File: config.mk
export PLATFORM = sky130hd
export DESIGN_NAME = edge_clamped_moving_average
export DESIGN_NICKNAME = d
export VERILOG_FILES = /design/src/rtl/ecma_pkg.sv /design/src/rtl/ecma_ram.sv /design/src/rtl/ecma_div.sv /design/src/rtl/edge_clamped_moving_average.sv
export VERILOG_INCLUDE_DIRS = /design/src /design/src/rtl
export SDC_FILE = /design/constraint.sdc
export NUM_CORES = 2
export LEC_CHECK = 0
export BUFFER_PORTS_ARGS = -buffer_cell sky130_fd_sc_hd__buf_2
export CAP_MARGIN = 20
export CORE_UTILIZATION = 48
export CTS_CLUSTER_DIAMETER = 100
export DETAILED_ROUTE_END_ITERATION = 8
export PLACE_DENSITY = 0.74
export SLEW_MARGIN = 0
export SYNTH_ARGS = -nofsm -noshare
export SYNTH_HDL_FRONTEND = slang
export SYNTH_SLANG_ARGS = --single-unit
File: constraint.sdc
create_clock -name clk -period 17.17 [get_ports clk]
set_clock_uncertainty 0.2 [all_clocks]
set_input_delay 3.434 -clock clk [delete_from_list [all_inputs] [get_ports clk]]
set_output_delay 3.434 -clock clk [all_outputs]
set_load 0.05 [all_outputs]
File: src/rtl/edge_clamped_moving_average_assert.svh
// ----------------------------------------------------------------------------
// Assertion macros for the moving average filter
// Shared property forms; they use the enclosing module's clk and arst_n.
// ----------------------------------------------------------------------------
`ifndef EDGE_CLAMPED_MOVING_AVERAGE_ASSERT_SVH
`define EDGE_CLAMPED_MOVING_AVERAGE_ASSERT_SVH

// The expression holds at every clock edge outside reset.
`define ECMA_ASSERT_ALWAYS(label, expr) \
	label: assert property (@(posedge clk) disable iff (!arst_n) (expr)) \
		else $error("ecma invariant violated");

// The consequent holds in the same cycle as the antecedent.
`define ECMA_ASSERT_IMPLIES(label, ante, cons) \
	label: assert property (@(posedge clk) disable iff (!arst_n) (ante) |-> (cons)) \
		else $error("ecma implication violated");

// The consequent holds in the cycle after the antecedent.
`define ECMA_ASSERT_NEXT(label, ante, cons) \
	label: assert property (@(posedge clk) disable iff (!arst_n) (ante) |=> (cons)) \
		else $error("ecma next-cycle check violated");

`endif

File: src/rtl/ecma_pkg.sv
// ----------------------------------------------------------------------------
// ecma_pkg
// Constants used by the moving average filter.
// ----------------------------------------------------------------------------
package ecma_pkg;

	localparam int ECMA_MAX_RADIUS = 31;
	localparam int SAMPLE_W        = 16;
	localparam int RADIUS_W        = 5;

	localparam logic signed [SAMPLE_W-1:0] AVG_POS_LIMIT = 16'sh7FFF;
	localparam logic signed [SAMPLE_W-1:0] AVG_NEG_LIMIT = 16'sh8000;

endpackage

File: src/rtl/ecma_ram.sv
// ----------------------------------------------------------------------------
// ecma_ram
// Generic single-write, single-read RAM with a registered read port.
// ----------------------------------------------------------------------------
module ecma_ram #(
	parameter int WIDTH = 16,
	parameter int DEPTH = 64
) (
	input  logic                     clk,
	input  logic                     we,
	input  logic [$clog2(DEPTH)-1:0] waddr,
	input  logic [WIDTH-1:0]         wdata,
	input  logic [$clog2(DEPTH)-1:0] raddr,
	output logic [WIDTH-1:0]         rdata
);

	logic [WIDTH-1:0] mem [DEPTH];

	always_ff @(posedge clk) begin
		if (we) begin
			mem[waddr] <= wdata;
		end
		rdata <= mem[raddr];
	end

endmodule

File: src/rtl/ecma_div.sv
// ----------------------------------------------------------------------------
// ecma_div
// Restoring unsigned divider, one quotient bit per cycle.
// ----------------------------------------------------------------------------
module ecma_div #(
	parameter int DW = 22,
	parameter int VW = 6
) (
	input  logic          clk,
	input  logic          arst_n,
	input  logic          start,
	input  logic [DW-1:0] dividend,
	input  logic [VW-1:0] divisor,
	output logic          done,
	output logic [DW-1:0] quotient
);

	localparam int CW = $clog2(DW + 1);

	logic          busy_q;
	logic          done_q;
	logic [CW-1:0] cnt_q;
	logic [VW-1:0] rem_q;
	logic [DW-1:0] quo_q;
	logic [VW-1:0] dsr_q;

	logic [VW:0] shifted;
	logic [VW:0] diff;
	logic        fits;

	// The remainder stays below the divisor, so VW bits hold it.
	assign shifted = {rem_q, quo_q[DW-1]};
	assign diff    = shifted - {1'b0, dsr_q};
	assign fits    = !diff[VW];

	always_ff @(posedge clk or negedge arst_n) begin
		if (!arst_n) begin
			busy_q <= 1'b0;
			done_q <= 1'b0;
			cnt_q  <= '0;
			rem_q  <= '0;
			quo_q  <= '0;
			dsr_q  <= '0;
		end else begin
			done_q <= 1'b0;
			if (start) begin
				busy_q <= 1'b1;
				cnt_q  <= CW'(DW);
				rem_q  <= '0;
				quo_q  <= dividend;
				dsr_q  <= divisor;
			end else if (busy_q) begin
				rem_q <= fits ? diff[VW-1:0] : shifted[VW-1:0];
				quo_q <= {quo_q[DW-2:0], fits};
				cnt_q <= cnt_q - 1'b1;
				if (cnt_q == CW'(1)) begin
					busy_q <= 1'b0;
					done_q <= 1'b1;
				end
			end
		end
	end

	assign done     = done_q;
	assign quotient = quo_q;

endmodule

File: src/rtl/edge_clamped_moving_average.sv
// ----------------------------------------------------------------------------
// edge_clamped_moving_average
// Centered boxcar average with edge replication over a 16-bit sample stream.
//
//   Channel   Handshake                    Payload
//   cfg       cfg_valid / cfg_ready        cfg_data (radius)
//   in        in_valid / in_stall          sample, last
//   out       out_valid / out_stall        average, final_res
//
// A request is accepted in ST_IDLE; each push writes and reads the RAM in ST_PUSH and
// updates the sum in ST_UPD. Each result then passes ST_DIVGO, the divide in ST_DIV
// and ST_OUT. The last request of a stream pushes radius+1 times.
// No clearing after reset: the first sample of a stream is held in a register and
// stands in for ring entries not yet written in that stream.
// A result left in the output register does not stall the next request; a second
// result waits in ST_OUT while the first is held.
// ----------------------------------------------------------------------------
module edge_clamped_moving_average
	import ecma_pkg::*;
#(
	parameter int MAX_RADIUS = ECMA_MAX_RADIUS
) (
	input  logic                       clk,
	input  logic                       arst_n,
	input  logic                       cfg_valid,
	output logic                       cfg_ready,
	input  logic [RADIUS_W-1:0]        cfg_data,
	input  logic                       in_valid,
	output logic                       in_stall,
	input  logic signed [SAMPLE_W-1:0] sample,
	input  logic                       last,
	output logic                       out_valid,
	input  logic                       out_stall,
	output logic signed [SAMPLE_W-1:0] average,
	output logic                       final_res
);

	`include "edge_clamped_moving_average_assert.svh"

	localparam int RW    = $clog2(MAX_RADIUS + 1);
	localparam int AW    = RW + 1;
	localparam int DEPTH = 1 << AW;
	localparam int SUMW  = SAMPLE_W + AW;

	typedef enum logic [2:0] {
		ST_IDLE,
		ST_PUSH,
		ST_UPD,
		ST_DIVGO,
		ST_DIV,
		ST_OUT
	} state_t;

	state_t                     state_q;
	logic [RADIUS_W-1:0]        radius_q;
	logic [RW-1:0]              seen_q;
	logic [RW-1:0]              pend_q;
	logic [RW-1:0]              k_q;
	logic [AW-1:0]              head_q;
	logic [AW-1:0]              cnt_q;
	logic signed [SUMW-1:0]     sum_q;
	logic signed [SAMPLE_W-1:0] s_q;
	logic signed [SAMPLE_W-1:0] first_q;
	logic                       last_q;
	logic                       flush_q;
	logic                       fin_q;
	logic                       out_valid_q;
	logic signed [SAMPLE_W-1:0] average_q;
	logic                       final_q;

	logic [RW-1:0]              r_eff;
	logic [AW-1:0]              len_w;
	logic                       in_acc;
	logic                       cfg_acc;
	logic                       start_stream;
	logic signed [SUMW-1:0]     start_sum;
	logic                       ram_we;
	logic [AW-1:0]              ram_raddr;
	logic [SAMPLE_W-1:0]        ram_rdata;
	logic signed [SAMPLE_W-1:0] old_val;
	logic signed [SUMW-1:0]     sum_upd;
	logic                       emit;
	logic [RW-1:0]              pend_nxt;
	logic [SUMW-1:0]            mag;
	logic [SUMW-1:0]            dividend;
	logic                       div_start;
	logic                       div_done;
	logic [SUMW-1:0]            quotient;
	logic signed [SAMPLE_W-1:0] avg_w;
	logic                       out_free;
	logic                       do_adv;
	logic                       adv_flush;
	logic                       adv_more;
	logic                       stream_end;

	assign r_eff = (int'(radius_q) > MAX_RADIUS) ? RW'(MAX_RADIUS) : RW'(radius_q);
	assign len_w = {r_eff, 1'b1};

	assign cfg_ready = (state_q == ST_IDLE);
	assign in_stall  = (state_q != ST_IDLE);
	assign cfg_acc   = cfg_valid && cfg_ready;
	assign in_acc    = in_valid && !in_stall;

	// A new stream starts when nothing is owed from the previous one.
	assign start_stream = (seen_q == '0) && (pend_q == '0);
	assign start_sum    = $signed({{AW{sample[SAMPLE_W-1]}}, sample})
	                    * $signed({{SAMPLE_W{1'b0}}, len_w});

	assign ram_we    = (state_q == ST_PUSH);
	assign ram_raddr = head_q - len_w;

	ecma_ram #(
		.WIDTH (SAMPLE_W),
		.DEPTH (DEPTH)
	) u_ring (
		.clk   (clk),
		.we    (ram_we),
		.waddr (head_q),
		.wdata (s_q),
		.raddr (ram_raddr),
		.rdata (ram_rdata)
	);

	// Until len pushes of this stream have landed, the leaving sample is
	// a replica of the first sample.
	assign old_val = (cnt_q < len_w) ? first_q : $signed(ram_rdata);
	assign sum_upd = sum_q - $signed({{AW{old_val[SAMPLE_W-1]}}, old_val})
	               + $signed({{AW{s_q[SAMPLE_W-1]}}, s_q});

	assign emit     = (seen_q >= r_eff);
	assign pend_nxt = (pend_q != '0) ? pend_q - 1'b1 : '0;

	// Round half away from zero on the magnitude; len is odd.
	assign mag       = sum_q[SUMW-1] ? SUMW'(-sum_q) : SUMW'(sum_q);
	assign dividend  = mag + SUMW'(r_eff);
	assign div_start = (state_q == ST_DIVGO);

	ecma_div #(
		.DW (SUMW),
		.VW (AW)
	) u_div (
		.clk      (clk),
		.arst_n   (arst_n),
		.start    (div_start),
		.dividend (dividend),
		.divisor  (len_w),
		.done     (div_done),
		.quotient (quotient)
	);

	always_comb begin
		if (sum_q[SUMW-1]) begin
			if (quotient >= SUMW'(32768)) begin
				avg_w = AVG_NEG_LIMIT;
			end else begin
				avg_w = -$signed(quotient[SAMPLE_W-1:0]);
			end
		end else begin
			if (quotient > SUMW'(32767)) begin
				avg_w = AVG_POS_LIMIT;
			end else begin
				avg_w = $signed(quotient[SAMPLE_W-1:0]);
			end
		end
	end

	assign out_free   = !out_valid_q || !out_stall;
	assign do_adv     = ((state_q == ST_UPD) && !emit) || ((state_q == ST_OUT) && out_free);
	assign adv_flush  = !flush_q && last_q && (r_eff != '0);
	assign adv_more   = flush_q && (k_q != RW'(r_eff - 1'b1));
	assign stream_end = do_adv && !adv_flush && !adv_more && last_q;

	always_ff @(posedge clk or negedge arst_n) begin
		if (!arst_n) begin
			state_q     <= ST_IDLE;
			radius_q    <= '0;
			seen_q      <= '0;
			pend_q      <= '0;
			k_q         <= '0;
			head_q      <= '0;
			cnt_q       <= '0;
			sum_q       <= '0;
			s_q         <= '0;
			first_q     <= '0;
			last_q      <= 1'b0;
			flush_q     <= 1'b0;
			fin_q       <= 1'b0;
			out_valid_q <= 1'b0;
			average_q   <= '0;
			final_q     <= 1'b0;
		end else begin
			if ((state_q != ST_OUT) && out_valid_q && !out_stall) begin
				out_valid_q <= 1'b0;
			end
			if (cfg_acc) begin
				radius_q <= cfg_data;
				seen_q   <= '0;
				pend_q   <= '0;
			end
			case (state_q)
				ST_IDLE: begin
					if (in_acc) begin
						s_q     <= sample;
						last_q  <= last;
						flush_q <= 1'b0;
						if (start_stream) begin
							sum_q   <= start_sum;
							cnt_q   <= '0;
							first_q <= sample;
						end
						state_q <= ST_PUSH;
					end
				end
				ST_PUSH: begin
					head_q  <= head_q + 1'b1;
					state_q <= ST_UPD;
				end
				ST_UPD: begin
					sum_q <= sum_upd;
					if (cnt_q < len_w) begin
						cnt_q <= cnt_q + 1'b1;
					end
					if (emit) begin
						if (flush_q) begin
							pend_q <= pend_nxt;
							fin_q  <= (pend_nxt == '0);
						end else begin
							fin_q <= last_q && (r_eff == '0);
						end
						state_q <= ST_DIVGO;
					end else if (!stream_end) begin
						seen_q <= seen_q + 1'b1;
						if (!flush_q) begin
							pend_q <= pend_q + 1'b1;
						end
					end
				end
				ST_DIVGO: begin
					state_q <= ST_DIV;
				end
				ST_DIV: begin
					if (div_done) begin
						state_q <= ST_OUT;
					end
				end
				ST_OUT: begin
					if (out_free) begin
						out_valid_q <= 1'b1;
						average_q   <= avg_w;
						final_q     <= fin_q;
					end
				end
				default: begin
					state_q <= ST_IDLE;
				end
			endcase
			// Move on to the next padded push, or finish the request.
			if (do_adv) begin
				if (adv_flush) begin
					flush_q <= 1'b1;
					k_q     <= '0;
					state_q <= ST_PUSH;
				end else if (adv_more) begin
					k_q     <= k_q + 1'b1;
					state_q <= ST_PUSH;
				end else begin
					state_q <= ST_IDLE;
					if (last_q) begin
						seen_q <= '0;
						pend_q <= '0;
					end
				end
			end
		end
	end

	assign out_valid = out_valid_q;
	assign average   = average_q;
	assign final_res = final_q;

	`ECMA_ASSERT_ALWAYS(a_seen_bounded, seen_q <= r_eff)
	`ECMA_ASSERT_ALWAYS(a_pend_le_seen, pend_q <= seen_q)
	`ECMA_ASSERT_IMPLIES(a_div_done_in_wait, div_done, state_q == ST_DIV)
	`ECMA_ASSERT_NEXT(a_out_loaded, (state_q == ST_OUT) && out_free, out_valid_q)

endmodule
Word-level counts from Yosys, hierarchy flattened
Memories as Yosys holds them, arrays and structs flattened. A register that Yosys moved wholly into a read port is not among the register bits.
Cells that the tools add are included.

storage, ports and cells
  flip-flop bits (word level) = 151
  RAM bits = 1024
  word-level logic and storage cells = 164
  output and inout port bits = 20
  latch bits = 0
  memory bits (read-only) = 0
  memories kept = 1

memories
  memory      words  bits a word  read ports  clocked after memory_dff  wr ports  RTL line        RTL
  u_ring.mem  64     16           1           1                         1         ecma_ram.sv:17  logic [WIDTH-1:0] mem [DEPTH];

operators by class
  shift operators = 0
  multiplexer cells = 63
  reductions and logical operators = 43
  multiply operators = 1
  bitwise logic cells = 0
  $add $sub $neg = 15
  divide/modulo/power cells = 0
  equal/unequal tests = 15
  order comparisons = 4

operators by type and width
  kind                  number
  $mux 5                23
  $mux 22               5
  $mux 16               4
  $pmux 22 s2           1
  $mux 6                6
  $add 22x16->22        1
  $add 22x5->22         1
  $ge 22x16->1 const B  1
  $gt 22x15->1 const B  1
  $mul 16x7->22         1
  $neg 22->22           1
  $sub 22x16->22        1
  $logic_not 5->1       4
  $mux 1                18
  $pmux 3 s6            1
  $neg 16->16           1
  $add 5x1->5 const B   3
  $sub 5x1->5 const B   3
  $logic_and 1x1->1     14
  $add 6x1->6 const B   2
  $mux 3                4
  $pmux 6 s2            1
  $reduce_bool 5->1     2
  $logic_not 1->1       8
  other kinds (21)      34

Longest topological paths before layout
  depth in word-level cells = 14
  depth in mapped cells = 24

Cells and area by module
From an unflattened synthesis, not the netlist that was laid out.

unflattened totals
  cells, all modules = 3383
  area total of the unflattened synthesis = 53849.1 um^2

by module, submodules not included
  module                       times used  area each (um^2)  cells an instance
  ecma_ram                     1           40042.2           1829
  edge_clamped_moving_average  1           11661.2           1341
  ecma_div                     1           2145.8            213

Worst setup path after synthesis
Ideal clock, no wire load.

  path kind = in2reg
  start point = input port sample[5]
  end point = register sum_q[18]
  library setup time = 87 ps
  path buffers = 0
  cell stages on the path = 19
  arrival time = 7718 ps
  path slack = 9165 ps
  data required time = 16883 ps
  path through = inv_1 nor2_1 fa_1 inv_1 fa_1 inv_1 fa_1 inv_1 fa_1 inv_1 ha_1 inv_1 o21a_1 o21ai_0 a31o_2 a21o_1 nand2_1 or4b_2 a32oi_1

between the ends
  cells in the longest elaborated chain, start to end = 4

ends and longest elaborated chain
  element                 RTL line                            RTL
  start: declaration      edge_clamped_moving_average.sv:30   input logic signed [SAMPLE_W-1:0] sample,
  $mul 16x7->22           edge_clamped_moving_average.sv:107  * $signed({{SAMPLE_W{1'b0}}, len_w});
  $mux 22                 edge_clamped_moving_average.sv:206  if (start_stream) begin
  $mux 22                 edge_clamped_moving_average.sv:202  if (in_acc) begin
  $pmux 22 s2             edge_clamped_moving_average.sv:200  case (state_q)
  end signal: assignment  edge_clamped_moving_average.sv:207  sum_q <= start_sum;
  end signal: assignment  edge_clamped_moving_average.sv:219  sum_q <= sum_upd;
  end: declaration        edge_clamped_moving_average.sv:61   logic signed [SUMW-1:0] sum_q;

Every way passes these cells. The select of a mux whose other input is x is not followed.
A chain may end at the register's enable or synchronous reset.

Worst setup path in the final report
Same ends and word-level chain as after synthesis.

==> results.cfg <==
[timing]
rsz0062_at_grt = false
relSlewSlack_pct = 22.6
setup_viol = 0
min_period_ns = 7.79
fmax_mhz = 128
worstMarginPinSlew_ns = 1.16
hold_viol = 0
fin_crit_sh_pct = 45.4
setup_tns_ns = 0
slew_viol_final = 0

[global_route]
grt_pass1_vias = 28500
grt_max_degree = 121
grt_pass1_wl_um = 182000
grtUsageTotal_pct = 21.7
antenna_found_initial = 1
globalRouteOverflowTotal = 0

[critical_path]
crit_path_start = sample[5]
cpMaxStageDelayCell = or4b_2
reg2reg_from = r_eff[2]
start_kind = input port
crit_type = input port to flop
crit_chain = buf_2, inv_1, nor2_1, fa_1, inv_1, fa_1, inv_1, fa_1, inv_1, fa_1, inv_1, ha_1, inv_1, o21a_1, o21ai_0, a31o_2, a21o_1, nand2_1, or4b_2, a32oi_1
crit_top_cell = inv_1
crit_path_end_kind = flop
cp.arrival_ns = 8.19
critPathMaxStageDelay_ns = 0.62
cp_max_fo = 6
required_ns = 17.57

[die]
core_um2 = 109000
initial_utilization_pct = 48.6
die_area_um2 = 112000
ios = 47
die_w_um = 334
rows = 121
die_h_um = 334

[route]
antenna_left = 0
drt_pass1_iterations = 6
viasPerCell = 5.93
drt_wl_total_um = 120000
drt_iter0_drc = 2901
wl_per_cell_um = 25.0
drc_errors = 0
vias = 28500

[synth]
synth_top_area_share_pct = 58.0
synth_edf_count = 1024
synth-seq-cells = 1191
synthesis.area_um2 = 53000
synth_area_leader_cell = edfxtp_1
ys_types = 72
syn-num-nets = 3331
syn_avg_cell_area_um2 = 17.0
yosysSeqAreaShare_pct = 65.7
async_reset_ff_share_pct = 12.7
synth_top_flop_cell = edfxtp_1
synth_cells = 3113
synth_area_leaders = edfxtp_1, mux4_2, dfrtp_1
yosys_warnings = 0

[clock_tree]
cts_buffers = 115
h-tree-depth = 3
clkSinkCount = 1191
cts_hold_buf = 0
clk_latency_ns = 0.73
clk_pin_slew_worst_paths_ns = 0.06
cts_resized = 0
post-cts-setup-buffers = 0
cts-root-buf = clkbuf_16
cts.path.max_buffers = 3
cts_tree = done

[layout]
drive_gt1_share_pct = 21.7
syn2layout_area_growth_pct = 11.6
final_common_cell = edfxtp_1
diodes = 0
layout_common_cells = edfxtp_1, mux4_2, nor2_1
fin_nets = 3449

[placed_design]
routabilityCongestion = 0.871
portBuffers = 46
dp_hpwl_um = 71400

[flow_run]
max_cap_viol_count = 0

[outcome]
status = completed

[worst_hold_path]
hp-start = average[4]
hold_class = flop to flop
## sequential cells by signal, summed over array words and instances (netlist names), 6 cells and up
| register | cells |
|---|---|
| u_ring.rdata | 16 |
| sum_q | 22 |
| u_div.rem_q | 6 |
| average | 16 |
| first_q | 16 |
| u_div.quotient | 22 |
| cnt_q | 6 |
| u_div.dsr_q | 6 |
| head_q | 6 |
| u_ring.mem | 1024 |
| s_q | 16 |
## cells by family after synthesis
| logic type | share of synthesized area (%) |
|---|---|
| compound gates | 4.25 |
| xor+xnor | 1.75 |
| fa+ha+maj | 5.77 |
| buf+inv | 2.20 |
| flops | 65.7 |
| mux | 15.5 |
| simple gates | 4.79 |
## synthesized netlist by cell type (11+ instances only)
library cell,n
a211oi_1,28
a21o_1,31
a21oi_1,106
a31oi_1,11
and2_1,30
buf_1,27
buf_2,13
clkbuf_1,110
dfrtp_1,151
dfxtp_1,16
edfxtp_1,1024
fa_1,89
ha_1,102
inv_1,153
mux2_2,41
mux2i_1,55
mux4_2,320
nand2_1,124
nand2b_1,16
nand3_1,27
nor2_1,203
nor2b_1,31
nor3_1,31
o21ai_0,85
o22ai_1,16
or3_1,15
xnor2_1,66
xor2_1,40
## layer usage
layer | share of wire [%] | global-route usage (%)
met5 | 0 | 0
met4 | 3.3 | 7.48
met3 | 6.8 | 3.25
met2 | 49 | 35.1
met1 | 41 | 30.3
## worst max-delay path: cells and delay by family
kind                     cells  cell delay [ns]
buffers and inverters        7             0.61
AND/OR/NAND/NOR              3             0.83
adder cells (fa/ha/maj)      5             2.30
AO/OA/AOI/OAI                5             1.02
## path summary, 6_finish.rpt
| path | endpoint | slack (ns) | cells past startpoint |
|---|---|---|---|
| max in group asynchronous | s_q[12] | 12.72 | 2 |
| setup reg to reg | sum_q[19] | 10.90 | 17 |
| hold reg to reg | average[4] | 0.27 | 2 |
| setup / recovery | sum_q[18] | 9.38 | 20 |
| min in group asynchronous | average[13] | 2.66 | 1 |
| hold / removal | average[4] | 0.27 | 2 |
## area by class of cell
type,count,area (um^2)
well taps,1476,1850
fillers,8332,50000
multi-input cells,1615,17100
repair buffers,151,1120
flip-flops and latches,1191,34900
clock buffers,142,3010
inverters,157,589
clock inverters,71,664
## per-stage QoR
stage / hold slack [ns] / utilization (%) / worst slack [ns] / cells / area, um^2
after floorplan: 0.239 / - / 9.16 / 3113 / 53000
after global placement: 0.255 / 50.8 / 8.76 / 4585 / 55400
after detailed placement: 0.266 / 50.8 / 8.73 / 4586 / 55400
after CTS: 0.282 / 54.1 / 9.45 / 4799 / 59100
after global routing: 0.301 / 54.2 / 9.19 / 4803 / 59200
final: 0.274 / 54.2 / 9.38 / 4803 / 59200
Power is not shown: default switching activity piles up to over one toggle a cycle in this logic, so the estimate is an artifact.
